`src/design/srb_pkg.sv`:
```
// Shared constants and tables for the stakeout range and bearing pipeline.
`default_nettype none

package srb_pkg;

   // Defaults for the top-level parameters
   localparam int CORDIC_STAGES_DEF = 24;
   localparam int COORD_BITS_DEF    = 40;

   // Datapath widths
   localparam int CORDIC_W   = 64;  // x and y of the rotator
   localparam int SCALE_BITS = 61;  // |delta| is scaled to 2^SCALE_BITS full range
   localparam int ANGLE_W    = 32;  // binary angle, 2^32 is one turn
   localparam int BEARING_W  = 25;
   localparam int TOL_W      = 32;
   localparam int ATAN_LEN   = 40;

   // 1/K of the CORDIC gain in Q32, and one turn in 1/65536 degree
   localparam logic [TOL_W-1:0]     INV_GAIN   = 32'd2608131496;
   localparam logic [BEARING_W-1:0] TURN_UNITS = 25'd23592960;

   // Sideband flag positions; the three deltas follow from SIDE_DN upward
   localparam int SIDE_TSET    = 0;
   localparam int SIDE_ZERO    = 1;
   localparam int SIDE_REACHED = 2;
   localparam int SIDE_DN      = 3;

   // Configuration register indexes
   localparam int CSR_IDX_W = 3;
   localparam logic [CSR_IDX_W-1:0] CSR_TARGET_NORTH    = 3'd0;
   localparam logic [CSR_IDX_W-1:0] CSR_TARGET_EAST     = 3'd1;
   localparam logic [CSR_IDX_W-1:0] CSR_TARGET_ELEV     = 3'd2;
   localparam logic [CSR_IDX_W-1:0] CSR_REACH_TOLERANCE = 3'd3;
   localparam logic [CSR_IDX_W-1:0] CSR_TARGET_SET      = 3'd4;

   // atan(2^-i) as a binary angle, rounded to nearest
   localparam logic [ANGLE_W-1:0] ATAN_BAM [ATAN_LEN] = '{
      32'd536870912, 32'd316933406, 32'd167458907, 32'd85004756, 32'd42667331,
      32'd21354465,  32'd10679838,  32'd5340245,   32'd2670163,  32'd1335087,
      32'd667544,    32'd333772,    32'd166886,    32'd83443,    32'd41722,
      32'd20861,     32'd10430,     32'd5215,      32'd2608,     32'd1304,
      32'd652,       32'd326,       32'd163,       32'd81,       32'd41,
      32'd20,        32'd10,        32'd5,         32'd3,        32'd1,
      32'd1,         32'd0,         32'd0,         32'd0,        32'd0,
      32'd0,         32'd0,         32'd0,         32'd0,        32'd0
   };

endpackage

`default_nettype wire

```
`src/design/srb_back.sv`:
```
// Back stages: gain removal, quadrant fold, bearing scaling and result register.
`default_nettype none

module srb_back
   import srb_pkg::*;
#(
   parameter  int COORD_BITS = COORD_BITS_DEF,
   localparam int DW         = COORD_BITS + 1,
   localparam int SIDE_W     = SIDE_DN + 3 * DW
) (
   input  wire logic                       clock,
   input  wire logic                       reset,
   input  wire logic                       in_valid,
   output logic                            in_ready,
   input  wire logic signed [CORDIC_W-1:0] in_x,
   input  wire logic        [ANGLE_W-1:0]  in_z,
   input  wire logic        [SIDE_W-1:0]   in_side,
   output logic                            rsp_valid,
   input  wire logic                       rsp_ready,
   output logic                            rsp_result_valid,
   output logic signed [DW-1:0]            rsp_delta_north,
   output logic signed [DW-1:0]            rsp_delta_east,
   output logic signed [DW-1:0]            rsp_delta_elev,
   output logic        [DW-1:0]            rsp_horiz_distance,
   output logic        [BEARING_W-1:0]     rsp_bearing,
   output logic                            rsp_reached
);

   localparam int GUARD_BITS  = SCALE_BITS - COORD_BITS;
   localparam int HALF_W      = CORDIC_W / 2;
   localparam int PP_W        = HALF_W + TOL_W;
   localparam int PROD_W      = CORDIC_W + TOL_W;
   localparam int ROUND_SHIFT = 31 + GUARD_BITS;
   localparam int DIST_SHIFT  = 32 + GUARD_BITS;
   localparam int BPROD_W     = ANGLE_W + BEARING_W;
   localparam logic [ANGLE_W-1:0] ANG_HALF = {1'b1, {(ANGLE_W-1){1'b0}}};

   // ---------------- P1: partial products and quadrant fold ----------------
   logic                p1_valid_ff, p1_ready;
   logic [PP_W-1:0]     pl_in, ph_in, pl_ff, ph_ff;
   logic [ANGLE_W-1:0]  ang_in, ang_ff;
   logic [SIDE_W-1:0]   side1_ff;
   logic                dn_neg, de_neg;

   assign pl_in  = in_x[HALF_W-1:0] * INV_GAIN;
   assign ph_in  = in_x[CORDIC_W-1:HALF_W] * INV_GAIN;
   assign dn_neg = in_side[SIDE_DN + DW - 1];
   assign de_neg = in_side[SIDE_DN + 2*DW - 1];

   // rotator angle is from north toward east in the first quadrant
   always_comb begin
      if (!dn_neg && !de_neg) begin
         ang_in = in_z;
      end else if (dn_neg && !de_neg) begin
         ang_in = ANG_HALF - in_z;
      end else if (dn_neg) begin
         ang_in = ANG_HALF + in_z;
      end else begin
         ang_in = '0 - in_z;
      end
   end

   // ---------------- P2: distance rounding, bearing product ----------------
   logic                p2_valid_ff, p2_ready;
   logic [PROD_W-1:0]   prod, dist_full;
   logic [DW-1:0]       dist_in, dist_ff;
   logic [BPROD_W-1:0]  bprod_in, bprod_ff;
   logic [SIDE_W-1:0]   side2_ff;

   assign prod      = {ph_ff, {HALF_W{1'b0}}} + PROD_W'(pl_ff)
                    + (PROD_W'(1) << ROUND_SHIFT);
   assign dist_full = prod >> DIST_SHIFT;
   assign dist_in   = (dist_full > PROD_W'({DW{1'b1}})) ? {DW{1'b1}} : dist_full[DW-1:0];
   assign bprod_in  = ang_ff * TURN_UNITS;

   // ---------------- P3: bearing rounding, wrap and result ----------------
   logic                 p3_valid_ff, p3_ready;
   logic [BPROD_W-1:0]   bsum;
   logic [BEARING_W-1:0] braw, bwrap;
   logic                 tset, zero;
   logic                 result_valid_in, result_valid_ff, reached_in, reached_ff;
   logic signed [DW-1:0] dn_in, de_in, dz_in, dn_ff, de_ff, dz_ff;
   logic [DW-1:0]        hd_in, hd_ff;
   logic [BEARING_W-1:0] bearing_in, bearing_ff;

   assign bsum  = bprod_ff + (BPROD_W'(1) << (ANGLE_W - 1));
   assign braw  = bsum[BPROD_W-1:ANGLE_W];
   assign bwrap = (braw >= TURN_UNITS) ? braw - TURN_UNITS : braw;
   assign tset  = side2_ff[SIDE_TSET];
   assign zero  = side2_ff[SIDE_ZERO];

   // no target: everything zero; zero offset: no distance, no bearing
   always_comb begin
      result_valid_in = tset;
      reached_in      = tset && side2_ff[SIDE_REACHED];
      dn_in           = tset ? $signed(side2_ff[SIDE_DN +: DW]) : '0;
      de_in           = tset ? $signed(side2_ff[SIDE_DN + DW +: DW]) : '0;
      dz_in           = tset ? $signed(side2_ff[SIDE_DN + 2*DW +: DW]) : '0;
      hd_in           = (tset && !zero) ? dist_ff : '0;
      bearing_in      = (tset && !zero) ? bwrap : '0;
   end

   // handshake chain
   assign p3_ready = !p3_valid_ff || rsp_ready;
   assign p2_ready = !p2_valid_ff || p3_ready;
   assign p1_ready = !p1_valid_ff || p2_ready;
   assign in_ready = p1_ready;

   always_ff @(posedge clock) begin
      if (reset) begin
         p1_valid_ff <= 1'b0;
         p2_valid_ff <= 1'b0;
         p3_valid_ff <= 1'b0;
      end else begin
         if (p1_ready) p1_valid_ff <= in_valid;
         if (p2_ready) p2_valid_ff <= p1_valid_ff;
         if (p3_ready) p3_valid_ff <= p2_valid_ff;
      end
   end

   always_ff @(posedge clock) begin
      if (p1_ready && in_valid) begin
         pl_ff    <= pl_in;
         ph_ff    <= ph_in;
         ang_ff   <= ang_in;
         side1_ff <= in_side;
      end
      if (p2_ready && p1_valid_ff) begin
         dist_ff  <= dist_in;
         bprod_ff <= bprod_in;
         side2_ff <= side1_ff;
      end
      if (p3_ready && p2_valid_ff) begin
         result_valid_ff <= result_valid_in;
         reached_ff      <= reached_in;
         dn_ff           <= dn_in;
         de_ff           <= de_in;
         dz_ff           <= dz_in;
         hd_ff           <= hd_in;
         bearing_ff      <= bearing_in;
      end
   end

   assign rsp_valid          = p3_valid_ff;
   assign rsp_result_valid   = result_valid_ff;
   assign rsp_delta_north    = dn_ff;
   assign rsp_delta_east     = de_ff;
   assign rsp_delta_elev     = dz_ff;
   assign rsp_horiz_distance = hd_ff;
   assign rsp_bearing        = bearing_ff;
   assign rsp_reached        = reached_ff;

endmodule

`default_nettype wire

```
`config.mk`:
```
export PLATFORM = sky130hd
export DESIGN_NAME = srb_back
export DESIGN_NICKNAME = d
export VERILOG_FILES = /design/src/design/srb_pkg.sv /design/src/design/srb_back.sv
export SDC_FILE = /design/constraint.sdc
export NUM_CORES = 2
export LEC_CHECK = 0
export ABC_AREA = 1
export BUFFER_PORTS_ARGS = -buffer_cell sky130_fd_sc_hd__buf_2
export CAP_MARGIN = 20
export CORE_ASPECT_RATIO = 0.75
export CORE_MARGIN = 8
export CORE_UTILIZATION = 57
export DETAILED_ROUTE_END_ITERATION = 7
export GPL_ROUTABILITY_DRIVEN = 0
export PLACE_DENSITY_LB_ADDON = 0.3
export REMOVE_ABC_BUFFERS = 1
export SYNTH_ARGS = -nofsm -noshare
export SYNTH_HDL_FRONTEND = slang
export SYNTH_SLANG_ARGS = --single-unit
```
`constraint.sdc`:
```
create_clock -name clock -period 13.07 [get_ports clock]
set_input_delay 2.614 -clock clock [delete_from_list [all_inputs] [get_ports clock]]
set_output_delay 2.614 -clock clock [all_outputs]
set_load 0.01 [all_outputs]
```
==> summary.txt <==
Clock tree
  – Cts bufs inserted: 69
  – Max H-tree Level: 3
  – Clock sink total: 635
  – Root buf cell: clkbuf_16
  – Setup bufs post-CTS: 0
  – CTS max path bufs: 3
  – CTS resizes: 0
  – Clock latency on the worst-skew pair: 0.64 ns
  – Clock Pin Slew Worst Setup and Hold Paths: 0.06 ns
  – CTS tree: built
  – Cts hold-fix bufs: 0

Setup path
  – CP Class: in -> reg
  – Worst EP arrival: 9.56 ns
  – Critical path data required time: 13.48 ns
  – Maximum net fanout on the critical path: 6
  – CP startpoint kind: input pin
  – Critical path endpoint category: flip-flop

STA
  – Fmax: 109 MHz
  – Final TNS setup: 0 ns
  – Slew headroom: 28.4%
  – Final Skew: 0.0481 ns
  – Slew @ Worst Pin: 1.07 ns
  – RSZ-0062 raised after global routing: false
  – # setup viols final: 0
  – Final worst slack: 3.92 ns
  – Final period utilization: 70.0%
  – Hold Fails Final Rpt: 0
  – Minimum clock period: 9.15 ns
  – Final Slew Violations: 0

Yosys
  – Mapped Area: 0.0681 mm^2
  – Syn avg cell area: 9.90 um^2
  – Number of synthesized flops with an enable pin: 632
  – Async S/R FF share, synth: 0%
  – Post-synthesis register bit count: 635
  – Synth Flop Type: edfxtp_1
  – Number of distinct library cells after synthesis: 48
  – Seq/Total Area, Yosys: 28.0%
  – Yosys top cell by area: fa_1
  – Ys Warns: 0
  – Largest cells by area after synthesis: fa_1 (29%), edfxtp_1 (28%), ha_1 (15%)
  – Top-area cell type share of the netlist area: 28.6%
  – Mapped Cells: 6880

Cells and area
  – Layout cells sized above 1: 7.69%
  – Fin cells: 8969
  – Area Overhead vs Synth: 9.33%
  – FILL cells: 9721
  – Nets: 9379
  – Commonest non-fill, non-tap cells in the layout: inv_1 (2034), fa_1 (972), nand2_1 (846)
  – Commonest non-fill, non-tap cell in the layout: inv_1
  – Multi-input logic area: 0.0412 mm^2
  – Reg area: 0.0190 mm^2

Global routing
  – Total grt overflow: 0
  – Gr usage total: 27.2%
  – Antenna violations before repair: 5
  – Via count of the first global-routing pass: 49700
  – Largest net degree at the start of global routing: 192
  – First-pass GRT wire length: 278 mm

Drt
  – DR WL/cell: 19.8 um
  – Vias: 48100
  – Initial DRC Count: 4699
  – Detail-routed via count per cell: 5.37
  – DRC Markers: 0
  – Antenna-violating nets left: 0
  – Initial DRT Pass Iterations: 7
  – Routed WL: 178 mm

Die
  – Die Span X: 415 um
  – Initial Utilization: 57.1%
  – FP Rows: 110
  – I/O pin count: 419
  – Die ar.: 0.131 mm^2
  – Core area: 0.119 mm^2
  – Chip Height: 315 um

Placement
  – Placed wire-length estimate: 152 mm
  – # port buffers: 418
  – Placed cell count: 8839
  – Post-placement worst setup slack: 3.42 ns

Min path
  – Worst min path class: reg -> reg

Flow run
  – Max Cap Viol: 0

Outcome
  – Status: completed
flip-flops by register name, indices dropped and copies added, names as in the netlist:
signal,count
rsp_delta_elev,41
rsp_horiz_distance,41
rsp_bearing,25
rsp_reached,1
bprod_ff,26
pl_ff,29
side1_ff,126
dist_ff,41
rsp_delta_east,41
ph_ff,61
p1_valid_ff,1
rsp_delta_north,41
side2_ff,126
ang_ff,32
p2_valid_ff,1
rsp_result_valid,1
rsp_valid,1
per-layer routing:
layer / wire [um] / vias to the layer above / track usage (%)
met2: 76200 / 2261 / 41.0
met5: 26 / - / 0
li1: - / 22200 / -
met4: 4280 / 4 / 6.46
met3: 20200 / 279 / 8.11
met1: 76900 / 23400 / 39.1
cell usage after synthesis (all sizes together), types with 3 or more instances:
| master | n |
|---|---|
| a211oi | 5 |
| a21boi | 7 |
| a21o | 29 |
| a21oi | 233 |
| a221oi | 5 |
| a31o | 3 |
| a31oi | 58 |
| and3 | 8 |
| buf | 15 |
| clkbuf | 19 |
| dfxtp | 3 |
| edfxtp | 632 |
| fa | 972 |
| ha | 838 |
| inv | 2042 |
| nand2 | 856 |
| nand3 | 189 |
| nand3b | 15 |
| nand4 | 42 |
| nor2 | 464 |
| nor3 | 51 |
| nor4 | 20 |
| o211ai | 10 |
| o21a | 4 |
| o21ai | 161 |
| o21bai | 35 |
| o31ai | 3 |
| or2 | 4 |
| xnor2 | 41 |
| xor2 | 110 |
layout make-up:
type / count / share of cell area, %
Tap cell: 1568 / 2.63
Antenna cell: 6 / 0.0202
Timing Repair Buffer: 426 / 2.95
Clock inverter: 40 / 0.711
Inverter: 2042 / 10.3
Clock buffer: 83 / 2.42
Sequential cell: 635 / 25.6
Multi-Input combinational cell: 4169 / 55.4
worst max-delay path, stage by stage:
cell and delay (ns):
buf_2 0.18, inv_1 0.38, fa_1 0.53, fa_1 0.53
inv_1 0.06, fa_1 0.50, inv_1 0.05, fa_1 0.47
inv_1 0.05, fa_1 0.50, fa_1 0.52, fa_1 0.54
inv_1 0.05, fa_1 0.50, inv_1 0.04, ha_1 0.37
nand2_1 0.12, nor2_1 0.22, nand2_1 0.11, nor4_1 0.41
nand2_1 0.11, nand3_1 0.19, a31oi_1 0.12, xor2_1 0.36
worst paths after layout:
check                               from                     end  cells past startpoint  slack [ns]
setup / recovery                in_x[40]     ph_ff[38]$_DFFE_PP_                     24        3.92
hold reg to reg   side1_ff[10]$_DFFE_PP_  side2_ff[10]$_DFFE_PP_                      0        0.41
setup reg to reg     ang_ff[3]$_DFFE_PP_  bprod_ff[55]$_DFFE_PP_                     17        8.85
hold / removal    side1_ff[10]$_DFFE_PP_  side2_ff[10]$_DFFE_PP_                      0        0.41
per-stage QoR:
step           util, %  hold WS (ns)  area, um^2
4_1_cts           62.4         0.415       74400
3_5_place_dp      60.4         0.405       72100
2_1_floorplan        -         0.400       67900
5_1_grt           62.4         0.417       74500
6_report          62.4         0.415       74500
3_3_place_gp      60.4         0.400       72100
logic make-up after synthesis:
| kind of cell | synth area share (%) |
|---|---|
| buffers and inverters | 11.5 |
| DFF | 28.0 |
| xor gates and xnor gates | 1.94 |
| and+or+nand+nor | 10.0 |
| adders and majority gates | 44.0 |
| AOI/OAI and AO/OA | 4.63 |
Power is not shown: default switching activity piles up to over one toggle a cycle in this logic, so the estimate is an artifact.
